## src/hw/rtl/rfa_pkg.sv

```systemverilog
`default_nettype none
// ----------------------------------------------------------------------------
// rfa_pkg
// Shared types and constants of the rational fraction unit.
// ----------------------------------------------------------------------------
package rfa_pkg;

  localparam int MODE_W = 2;
  localparam int NUM_W  = 24;
  localparam int DEN_W  = 16;
  localparam int RNUM_W = 48;
  localparam int RDEN_W = 40;
  localparam int DIV_W  = 40;
  localparam int CNT_W  = $clog2(DIV_W + 1);
  localparam int QDEPTH = 2;

  localparam logic [MODE_W-1:0] MODE_ADD = 2'd0;
  localparam logic [MODE_W-1:0] MODE_MUL = 2'd1;
  localparam logic [MODE_W-1:0] MODE_DIV = 2'd2;
  localparam logic [MODE_W-1:0] MODE_SMP = 2'd3;

  // work class picked by the front end
  typedef enum logic [2:0] {
    CL_PASS,
    CL_ADDEQ,
    CL_ADD,
    CL_MUL,
    CL_DIVIDE,
    CL_SIMP
  } cls_t;

  typedef struct packed {
    cls_t             cls;
    logic             b_gt_a;
    logic [NUM_W-1:0] an;
    logic [DEN_W-1:0] ad;
    logic [NUM_W-1:0] bn;
    logic [DEN_W-1:0] bd;
  } q_item_t;

  typedef struct packed {
    logic             start;
    logic [DIV_W-1:0] dvd;
    logic [DIV_W-1:0] dvs;
  } div_req_t;

  typedef struct packed {
    logic             done;
    logic [DIV_W-1:0] quo;
    logic [DIV_W-1:0] rem;
  } div_rsp_t;

endpackage
`default_nettype wire

```

## src/hw/rtl/rational_fraction_alu.sv

```systemverilog
`default_nettype none
// ----------------------------------------------------------------------------
// rational_fraction_alu
// Fraction add, multiply, divide and gcd simplify with a queued back end.
// ----------------------------------------------------------------------------
//  channel | ports                                     | direction
//  in      | in_valid in_stall in_mode in_a_* in_b_*   | item in
//  out     | out_valid out_stall out_res_* out_skipped | result out
//
// pass-through, equal-denominator add: straight to the result register; multiply: S_M1, S_M2, then the result
// other add: one division of the larger denominator by the smaller, then multiplies and an add
// divide: cross multiplies, then as simplify; simplify: one division per euclid step plus two quotients
// each division runs on the single restoring divider, one bit per cycle
// synchronous active-low reset empties the queue and drops any pending result
// a stalled result holds; the queue keeps taking items until two are waiting
module rational_fraction_alu (
  input  wire logic                       clk,
  input  wire logic                       rst_n,
  input  wire logic                       in_valid,
  output logic                            in_stall,
  input  wire logic [rfa_pkg::MODE_W-1:0] in_mode,
  input  wire logic [rfa_pkg::NUM_W-1:0]  in_a_num,
  input  wire logic [rfa_pkg::DEN_W-1:0]  in_a_den,
  input  wire logic [rfa_pkg::NUM_W-1:0]  in_b_num,
  input  wire logic [rfa_pkg::DEN_W-1:0]  in_b_den,
  output logic                            out_valid,
  input  wire logic                       out_stall,
  output logic [rfa_pkg::RNUM_W-1:0]      out_res_num,
  output logic [rfa_pkg::RDEN_W-1:0]      out_res_den,
  output logic                            out_skipped
);
  import rfa_pkg::*;

  logic      q_full;
  logic      push;
  q_item_t   push_item;
  logic      head_valid;
  q_item_t   head_item;
  logic      pop;
  div_req_t  div_req;
  div_rsp_t  div_rsp;

  rfa_front u_front (
    .in_valid  (in_valid),
    .in_stall  (in_stall),
    .in_mode   (in_mode),
    .in_a_num  (in_a_num),
    .in_a_den  (in_a_den),
    .in_b_num  (in_b_num),
    .in_b_den  (in_b_den),
    .q_full    (q_full),
    .push      (push),
    .push_item (push_item)
  );

  rfa_queue u_queue (
    .clk        (clk),
    .rst_n      (rst_n),
    .push       (push),
    .push_item  (push_item),
    .full       (q_full),
    .head_valid (head_valid),
    .head_item  (head_item),
    .pop        (pop)
  );

  rfa_divider u_div (
    .clk   (clk),
    .rst_n (rst_n),
    .req   (div_req),
    .rsp   (div_rsp)
  );

  rfa_back u_back (
    .clk         (clk),
    .rst_n       (rst_n),
    .head_valid  (head_valid),
    .head_item   (head_item),
    .pop         (pop),
    .div_req     (div_req),
    .div_rsp     (div_rsp),
    .out_valid   (out_valid),
    .out_stall   (out_stall),
    .out_res_num (out_res_num),
    .out_res_den (out_res_den),
    .out_skipped (out_skipped)
  );

endmodule
`default_nettype wire

```

## src/hw/rtl/rfa_front.sv

```systemverilog
`default_nettype none
// ----------------------------------------------------------------------------
// rfa_front
// Classifies an incoming item and hands it to the queue.
// ----------------------------------------------------------------------------
module rfa_front (
  input  wire logic                       in_valid,
  output logic                            in_stall,
  input  wire logic [rfa_pkg::MODE_W-1:0] in_mode,
  input  wire logic [rfa_pkg::NUM_W-1:0]  in_a_num,
  input  wire logic [rfa_pkg::DEN_W-1:0]  in_a_den,
  input  wire logic [rfa_pkg::NUM_W-1:0]  in_b_num,
  input  wire logic [rfa_pkg::DEN_W-1:0]  in_b_den,
  input  wire logic                       q_full,
  output logic                            push,
  output rfa_pkg::q_item_t                push_item
);
  import rfa_pkg::*;

  logic a_zero;
  logic b_zero;

  assign a_zero = (in_a_num == '0) || (in_a_den == '0);
  assign b_zero = (in_b_num == '0) || (in_b_den == '0);

  always_comb begin
    push_item.an     = in_a_num;
    push_item.ad     = in_a_den;
    push_item.bn     = in_b_num;
    push_item.bd     = in_b_den;
    push_item.b_gt_a = in_b_den > in_a_den;
    unique case (in_mode)
      MODE_ADD: begin
        if (a_zero || b_zero) push_item.cls = CL_PASS;
        else if (in_a_den == in_b_den) push_item.cls = CL_ADDEQ;
        else push_item.cls = CL_ADD;
      end
      MODE_MUL: push_item.cls = CL_MUL;
      MODE_DIV: push_item.cls = CL_DIVIDE;
      MODE_SMP: push_item.cls = a_zero ? CL_PASS : CL_SIMP;
      default:  push_item.cls = CL_PASS;
    endcase
  end

  assign in_stall = q_full;
  assign push     = in_valid && !q_full;

endmodule
`default_nettype wire

```

## src/hw/rtl/rfa_queue.sv

```systemverilog
`default_nettype none
// ----------------------------------------------------------------------------
// rfa_queue
// Two-entry queue between the front end and the execution back end.
// ----------------------------------------------------------------------------
module rfa_queue (
  input  wire logic        clk,
  input  wire logic        rst_n,
  input  wire logic        push,
  input  wire rfa_pkg::q_item_t push_item,
  output logic             full,
  output logic             head_valid,
  output rfa_pkg::q_item_t head_item,
  input  wire logic        pop
);
  import rfa_pkg::*;

  localparam int PW = $clog2(QDEPTH);

  q_item_t               items_r [QDEPTH];
  logic [PW-1:0]         wp_r, wp_nxt;
  logic [PW-1:0]         rp_r, rp_nxt;
  logic [$clog2(QDEPTH+1)-1:0] cnt_r, cnt_nxt;

  assign full       = cnt_r == ($clog2(QDEPTH+1))'(QDEPTH);
  assign head_valid = cnt_r != '0;
  assign head_item  = items_r[rp_r];

  always_comb begin
    wp_nxt  = push ? wp_r + 1'b1 : wp_r;
    rp_nxt  = pop ? rp_r + 1'b1 : rp_r;
    cnt_nxt = cnt_r;
    if (push && !pop) cnt_nxt = cnt_r + 1'b1;
    else if (pop && !push) cnt_nxt = cnt_r - 1'b1;
  end

  always_ff @(posedge clk) begin
    if (!rst_n) begin
      wp_r  <= '0;
      rp_r  <= '0;
      cnt_r <= '0;
    end else begin
      wp_r  <= wp_nxt;
      rp_r  <= rp_nxt;
      cnt_r <= cnt_nxt;
    end
  end

  always_ff @(posedge clk) begin
    if (push) items_r[wp_r] <= push_item;
  end

endmodule
`default_nettype wire

```

## src/hw/rtl/rfa_divider.sv

```systemverilog
`default_nettype none
// ----------------------------------------------------------------------------
// rfa_divider
// Restoring divider, one quotient bit per cycle.
// ----------------------------------------------------------------------------
module rfa_divider (
  input  wire logic        clk,
  input  wire logic        rst_n,
  input  wire rfa_pkg::div_req_t req,
  output rfa_pkg::div_rsp_t rsp
);
  import rfa_pkg::*;

  logic             busy_r, busy_nxt;
  logic             done_r, done_nxt;
  logic [CNT_W-1:0] cnt_r, cnt_nxt;
  logic [DIV_W-1:0] quo_r, quo_nxt;
  logic [DIV_W-1:0] rem_r, rem_nxt;
  logic [DIV_W-1:0] dvs_r, dvs_nxt;
  logic [DIV_W:0]   rem_sh;
  logic [DIV_W+1:0] diff;

  assign rem_sh = {rem_r, quo_r[DIV_W-1]};
  assign diff   = {1'b0, rem_sh} - {2'b00, dvs_r};

  always_comb begin
    busy_nxt = busy_r;
    done_nxt = 1'b0;
    cnt_nxt  = cnt_r;
    quo_nxt  = quo_r;
    rem_nxt  = rem_r;
    dvs_nxt  = dvs_r;
    if (req.start) begin
      busy_nxt = 1'b1;
      cnt_nxt  = CNT_W'(DIV_W);
      quo_nxt  = req.dvd;
      rem_nxt  = '0;
      dvs_nxt  = req.dvs;
    end else if (busy_r) begin
      // trial subtract decides the next quotient bit
      if (!diff[DIV_W+1]) begin
        rem_nxt = diff[DIV_W-1:0];
        quo_nxt = {quo_r[DIV_W-2:0], 1'b1};
      end else begin
        rem_nxt = rem_sh[DIV_W-1:0];
        quo_nxt = {quo_r[DIV_W-2:0], 1'b0};
      end
      cnt_nxt = cnt_r - 1'b1;
      if (cnt_r == CNT_W'(1)) begin
        busy_nxt = 1'b0;
        done_nxt = 1'b1;
      end
    end
  end

  always_ff @(posedge clk) begin
    if (!rst_n) begin
      busy_r <= 1'b0;
      done_r <= 1'b0;
      cnt_r  <= '0;
    end else begin
      busy_r <= busy_nxt;
      done_r <= done_nxt;
      cnt_r  <= cnt_nxt;
    end
    quo_r <= quo_nxt;
    rem_r <= rem_nxt;
    dvs_r <= dvs_nxt;
  end

  assign rsp.done = done_r;
  assign rsp.quo  = quo_r;
  assign rsp.rem  = rem_r;

endmodule
`default_nettype wire

```

## src/hw/rtl/rfa_back.sv

```systemverilog
`default_nettype none
// ----------------------------------------------------------------------------
// rfa_back
// Execution sequencer: shared multiplier, gcd loop on the divider, result reg.
// ----------------------------------------------------------------------------
module rfa_back (
  input  wire logic                       clk,
  input  wire logic                       rst_n,
  input  wire logic                       head_valid,
  input  wire rfa_pkg::q_item_t           head_item,
  output logic                            pop,
  output rfa_pkg::div_req_t               div_req,
  input  wire rfa_pkg::div_rsp_t          div_rsp,
  output logic                            out_valid,
  input  wire logic                       out_stall,
  output logic [rfa_pkg::RNUM_W-1:0]      out_res_num,
  output logic [rfa_pkg::RDEN_W-1:0]      out_res_den,
  output logic                            out_skipped
);
  import rfa_pkg::*;

  typedef enum logic [4:0] {
    S_IDLE, S_ADIV, S_ASC, S_ASC2, S_X1, S_X2, S_X3, S_M1, S_M2,
    S_D1, S_D2, S_RED, S_GCD, S_GW, S_QN, S_QD, S_DONE
  } state_t;

  state_t            state_r, state_nxt;
  q_item_t           it_r, it_nxt;
  logic [RNUM_W-1:0] x_r, x_nxt;
  logic [RDEN_W-1:0] y_r, y_nxt;
  logic [DIV_W-1:0]  ga_r, ga_nxt;
  logic [DIV_W-1:0]  gb_r, gb_nxt;
  logic              ov_r, ov_nxt;
  logic [RNUM_W-1:0] on_r, on_nxt;
  logic [RDEN_W-1:0] od_r, od_nxt;
  logic              os_r, os_nxt;
  logic [NUM_W-1:0]  ma, mb;
  logic [2*NUM_W-1:0] prod;

  assign prod = ma * mb;

  always_comb begin
    state_nxt = state_r;
    it_nxt    = it_r;
    x_nxt     = x_r;
    y_nxt     = y_r;
    ga_nxt    = ga_r;
    gb_nxt    = gb_r;
    on_nxt    = on_r;
    od_nxt    = od_r;
    os_nxt    = os_r;
    ov_nxt    = (ov_r && out_stall);
    ma        = '0;
    mb        = '0;
    pop       = 1'b0;
    div_req   = '0;
    unique case (state_r)
      S_IDLE: begin
        if (head_valid) begin
          pop    = 1'b1;
          it_nxt = head_item;
          x_nxt  = RNUM_W'(head_item.an);
          y_nxt  = RDEN_W'(head_item.ad);
          unique case (head_item.cls)
            CL_PASS:   state_nxt = S_DONE;
            CL_ADDEQ: begin
              x_nxt     = RNUM_W'(head_item.an) + RNUM_W'(head_item.bn);
              state_nxt = S_DONE;
            end
            CL_ADD: begin
              // larger denominator over smaller one
              div_req.start = 1'b1;
              div_req.dvd   = head_item.b_gt_a ? DIV_W'(head_item.bd) : DIV_W'(head_item.ad);
              div_req.dvs   = head_item.b_gt_a ? DIV_W'(head_item.ad) : DIV_W'(head_item.bd);
              state_nxt     = S_ADIV;
            end
            CL_MUL:    state_nxt = S_M1;
            CL_DIVIDE: state_nxt = S_D1;
            CL_SIMP:   state_nxt = S_RED;
            default:   state_nxt = S_DONE;
          endcase
        end
      end
      S_ADIV: begin
        if (div_rsp.done) state_nxt = (div_rsp.rem == '0) ? S_ASC : S_X1;
      end
      S_ASC: begin
        ma        = it_r.b_gt_a ? it_r.an : it_r.bn;
        mb        = NUM_W'(div_rsp.quo[DEN_W-1:0]);
        x_nxt     = RNUM_W'(prod);
        y_nxt     = it_r.b_gt_a ? RDEN_W'(it_r.bd) : RDEN_W'(it_r.ad);
        state_nxt = S_ASC2;
      end
      S_ASC2: begin
        x_nxt     = x_r + (it_r.b_gt_a ? RNUM_W'(it_r.bn) : RNUM_W'(it_r.an));
        state_nxt = S_DONE;
      end
      S_X1: begin
        ma        = it_r.an;
        mb        = NUM_W'(it_r.bd);
        x_nxt     = RNUM_W'(prod);
        state_nxt = S_X2;
      end
      S_X2: begin
        ma        = it_r.bn;
        mb        = NUM_W'(it_r.ad);
        y_nxt     = prod[RDEN_W-1:0];
        state_nxt = S_X3;
      end
      S_X3: begin
        x_nxt     = x_r + RNUM_W'(y_r);
        ma        = NUM_W'(it_r.ad);
        mb        = NUM_W'(it_r.bd);
        y_nxt     = prod[RDEN_W-1:0];
        state_nxt = S_DONE;
      end
      S_M1: begin
        ma        = it_r.an;
        mb        = it_r.bn;
        x_nxt     = RNUM_W'(prod);
        state_nxt = S_M2;
      end
      S_M2: begin
        ma        = NUM_W'(it_r.ad);
        mb        = NUM_W'(it_r.bd);
        y_nxt     = prod[RDEN_W-1:0];
        state_nxt = S_DONE;
      end
      S_D1: begin
        ma        = it_r.an;
        mb        = NUM_W'(it_r.bd);
        x_nxt     = RNUM_W'(prod);
        state_nxt = S_D2;
      end
      S_D2: begin
        ma        = NUM_W'(it_r.ad);
        mb        = it_r.bn;
        y_nxt     = prod[RDEN_W-1:0];
        state_nxt = S_RED;
      end
      S_RED: begin
        if (x_r == '0 || y_r == '0) begin
          state_nxt = S_DONE;
        end else begin
          ga_nxt    = x_r[DIV_W-1:0];
          gb_nxt    = y_r;
          state_nxt = S_GCD;
        end
      end
      S_GCD: begin
        div_req.start = 1'b1;
        if (ga_r == '0) begin
          // gcd found in gb, divide the numerator first
          div_req.dvd = x_r[DIV_W-1:0];
          div_req.dvs = gb_r;
          state_nxt   = S_QN;
        end else begin
          div_req.dvd = gb_r;
          div_req.dvs = ga_r;
          state_nxt   = S_GW;
        end
      end
      S_GW: begin
        if (div_rsp.done) begin
          gb_nxt    = ga_r;
          ga_nxt    = div_rsp.rem;
          state_nxt = S_GCD;
        end
      end
      S_QN: begin
        if (div_rsp.done) begin
          x_nxt         = RNUM_W'(div_rsp.quo);
          div_req.start = 1'b1;
          div_req.dvd   = y_r;
          div_req.dvs   = gb_r;
          state_nxt     = S_QD;
        end
      end
      S_QD: begin
        if (div_rsp.done) begin
          y_nxt     = div_rsp.quo;
          state_nxt = S_DONE;
        end
      end
      S_DONE: begin
        if (!ov_r || !out_stall) begin
          ov_nxt    = 1'b1;
          on_nxt    = x_r;
          od_nxt    = y_r;
          os_nxt    = it_r.cls == CL_PASS;
          state_nxt = S_IDLE;
        end
      end
      default: state_nxt = S_IDLE;
    endcase
  end

  always_ff @(posedge clk) begin
    if (!rst_n) begin
      state_r <= S_IDLE;
      ov_r    <= 1'b0;
    end else begin
      state_r <= state_nxt;
      ov_r    <= ov_nxt;
    end
    it_r <= it_nxt;
    x_r  <= x_nxt;
    y_r  <= y_nxt;
    ga_r <= ga_nxt;
    gb_r <= gb_nxt;
    on_r <= on_nxt;
    od_r <= od_nxt;
    os_r <= os_nxt;
  end

  assign out_valid   = ov_r;
  assign out_res_num = on_r;
  assign out_res_den = od_r;
  assign out_skipped = os_r;

endmodule
`default_nettype wire

```

## config.mk

```make
export PLATFORM = sky130hd
export DESIGN_NAME = rational_fraction_alu
export DESIGN_NICKNAME = d
export VERILOG_FILES = /design/src/hw/rtl/rfa_pkg.sv /design/src/hw/rtl/rational_fraction_alu.sv /design/src/hw/rtl/rfa_front.sv /design/src/hw/rtl/rfa_queue.sv /design/src/hw/rtl/rfa_divider.sv /design/src/hw/rtl/rfa_back.sv
export SDC_FILE = /design/constraint.sdc
export NUM_CORES = 2
export LEC_CHECK = 0
export BUFFER_PORTS_ARGS = -buffer_cell sky130_fd_sc_hd__buf_2
export CAP_MARGIN = 20
export CORE_ASPECT_RATIO = 0.8
export CORE_UTILIZATION = 58
export CTS_CLUSTER_SIZE = 24
export DETAILED_ROUTE_END_ITERATION = 16
export PLACE_DENSITY = 0.79
export REMOVE_ABC_BUFFERS = 1
export SYNTH_ARGS = -nofsm -noshare
export SYNTH_HDL_FRONTEND = slang
export SYNTH_SLANG_ARGS = --single-unit
```

## constraint.sdc

```tcl
create_clock -name clk -period 9.3 [get_ports clk]
set_input_delay 0.93 -clock clk [delete_from_list [all_inputs] [get_ports clk]]
set_output_delay 0.93 -clock clk [all_outputs]
set_load 0.01 [all_outputs]
```

==> impl_metrics.yaml <==
status:
  status: "finished, final reports clean"
sta:
  fin_crit_ns: 8.930
  worst-slew-pin-transition_ns: 1.140
  fmax_ghz: 0.1120
  min_period_over_period_pct: 96.02
  max_slew_margin_pct: 23.32
  whs_ns: 0.4979
  worst_slack_ns: 0.3701
  totalNegativeSetupSlack_ns: 0
  hold_viol: 0
  rsz0062_at_grt: "no"
  clock_skew_ns: 0.02421
  setup_violations: 0
  slew_violations: 0
route:
  drc_errors: 0
  vias_per_cell: 6.398
  antenna_left: 0
  drt_iter0_markers: 5788
  wl_per_cell_um: 25.75
  wirelength_um: 171000
  dr.pass1.iters: 10
  dr_total_vias: 42490
yosys:
  async_flop_share_pct: 0
  synth.top_cell.area_share_pct: 33.29
  yosys-top-cells-area: "edfxtp_1, fa_1, ha_1, inv_1, nand2_1"
  syn_area_um2: 53140
  synth_edf_count: 589
  yosysWarnings: 0
  yosysUniqueCellTypes: 81
  syn_inst: 5247
  synth_area_leader_cell: "edfxtp_1"
  ys.flop_type: "edfxtp_1"
  synth_seq_cells: 648
  yosysSeqAreaShare_pct: 35.51
  avgSynthCellArea_um2: 10.13
cts:
  cts_buffer_depth: 3
  clk_transition_reported_paths_ns: 0.07
  clock_latency_ns: 0.65
  cts_root_buf: "clkbuf_16"
  cts_hold_buf: 0
  cts_num_sinks: 648
  cts_tree: "yes"
  cts_made_buffers: 68
  cts_htree_levels: 3
power_and_ir_drop:
  ir_drop_mv: 0.1910
  intPower_mw: 8.711
  p_sw_share_pct: 45.66
  sequentialPowerShare_pct: 33.8
  pwr-share-comb_pct: 48.7
  p_clk_share_pct: 17.5
  p_switching_mw: 7.320
  power_density_nw_per_um2: 275.1
  leakagePower_nw: 24.30
  finalPower_mw: 16.03
job:
  drv_cap: 0
setup_path:
  max_stage_delay_ns: 0.54
  critPathLaunchType: "register"
  crit_end: "u_back.x_r[39]"
  ff2ff_path_depth: 32
  slowest_stage: "fa_1"
  cpMostUsedCell: "fa_1"
  required_ns: 9.65
  crit_arrival_ns: 9.28
  crit-reg2reg-launch: "u_back.state_r[0]"
  endpoint_kind: "register"
  crit_type: "register to register"
  path_max_fanout: 23
  reg2reg_to: "u_back.x_r[39]"
  crit_start: "u_back.state_r[0]"
  ff2ff_setup_slack_ns: 0.37
layout:
  final_common_cell: "inv_1"
  drive_gt1_share_pct: 12.79
  fin_cells: 6641
  fin_nets: 6251
  stdcell_area_um2: 58270
  final_cell_mix: "inv_1, nand2_1, edfxtp_1, fa_1, nor2_1"
  post-route-util_pct: 64.75
  area_growth_pct: 9.666
min_path:
  hold_class: "input port to register"
floorplan:
  coreArea_um2: 90000
  die_w_um: 340.4
  rows: 98
  pin_count: 177
  floorplan.die_area_um2: 92840
  start_util_pct: 59.04
  chipHeight_um: 272.7
placed_design:
  dp.cells: 6506
  gp_congestion: 1.069
  dp_slack_ns: -0.1199
  hpwlAfterDp_um: 134000
  placed_area_um2: 55860
  io_buffers: 176
global_routing:
  antenna_found_initial: 2
  track_usage_pct: 36.44
  grt_first_pass_wirelength_um: 254000
  grt-ovfl-total: 0
  grt_max_degree: 85
  grt_pass1_vias: 41060
==> metal layers <==
layer / track usage, % / wire length, um / share of wire, % / vias to the layer above
met2: 55.09 / 75110 / 44 / 2725
met3: 9.210 / 20190 / 12 / 456
met1: 50.82 / 68200 / 40 / 20910
met5: 0 / 0 / 0 / -
met4: 13.69 / 7503 / 4.4 / 0
li1: - / - / - / 18400
==> worst min-delay path by stage <==
stage | start | endpoint | slack, ns | cells after the start
2_1_floorplan | u_div.cnt_r[1] | u_div.cnt_r[1] | 0.47 | 2
3_3_place_gp | u_div.cnt_r[1] | u_div.cnt_r[1] | 0.48 | 2
3_5_place_dp | u_div.cnt_r[1] | u_div.cnt_r[1] | 0.51 | 2
4_1_cts | in_a_num[17] | u_queue.items_r[1][73] | 0.48 | 1
5_1_grt | in_a_num[17] | u_queue.items_r[0][73] | 0.49 | 1
6_report | in_a_num[17] | u_queue.items_r[1][73] | 0.50 | 1
==> power by group through the flow <==
stage	sequential [mW]	combinational, mW	clock (mW)
2_1_floorplan	5.02	4.86	0
6_report	5.41	7.81	2.81
4_1_cts	5.35	7.56	2.82
3_5_place_dp	5.41	7.50	0
3_3_place_gp	5.40	7.39	0
5_1_grt	5.43	8.33	2.92
==> logic make-up (layout without fill, tap and decap cells) <==
logic type                 count (synthesis)  after routing  synth area share (%)
adders and majority gates                782            782                 25.27
DFF                                      648            648                 35.51
buffers and inverters                   1005           1194                 7.212
muxes                                    242            242                 4.980
xor gates and xnor gates                 141            141                 2.324
and+or+nand+nor                         1420           1420                 11.71
other                                      0              5                     0
AOI/OAI and AO/OA                       1009           1009                 13.00
==> cell usage after synthesis, types with 19 or more instances <==
master	n
nor2_1	441
a21o_1	53
xor2_1	57
nor3_1	45
xnor2_1	84
mux2_2	179
o211ai_1	27
a31oi_1	24
o21ai_0	163
and2_1	54
a22o_1	67
a222oi_1	49
dfxtp_1	59
clkbuf_1	244
nand2_1	595
o21bai_1	24
nand3_1	52
edfxtp_1	589
mux2i_1	63
nor2b_1	22
inv_1	728
a221oi_1	40
nand2b_1	30
ha_1	297
a211oi_1	44
a22oi_1	43
o21a_1	19
nand4_1	37
buf_1	20
nor4_1	72
a21oi_1	296
a221o_1	35
fa_1	485
==> area by class of cell <==
| cell class | count | area, um^2 |
|---|---|---|
| Clock inverter | 29 | 274.0 |
| Tap cell | 1200 | 1501 |
| Timing Repair Buffer | 343 | 2213 |
| Antenna cell | 5 | 12.51 |
| Inverter | 728 | 2735 |
| Clock buffer | 94 | 1986 |
| Fill cell | 7259 | 31730 |
| Multi-Input combinational cell | 3594 | 30680 |
| Sequential cell | 648 | 18870 |
==> critical path, delay by kind of cell (launching register included) <==
family          cells  cell delay [ns]
fa+ha+maj           8             3.90
compound gates     10             2.01
buf+inv            10             1.26
simple gates        3             0.93
flops               1             0.32
xor+xnor            1             0.18
==> sequential cells by signal, summed over array words and instances (netlist names), 48 cells and up, named ones only <==
name,flops
u_back.it_r,84
u_queue.items_r,168
u_back.out_res_num,48
u_back.x_r,48
==> timing repair <==
item | CTS | global route
gates resized for setup | 1 | 19
pin swaps | 1 | 1
endpoints found under the setup margin | 3 | 20
setup buffers | 3 | 0
Note: power is estimated with default switching activity, not from simulation.
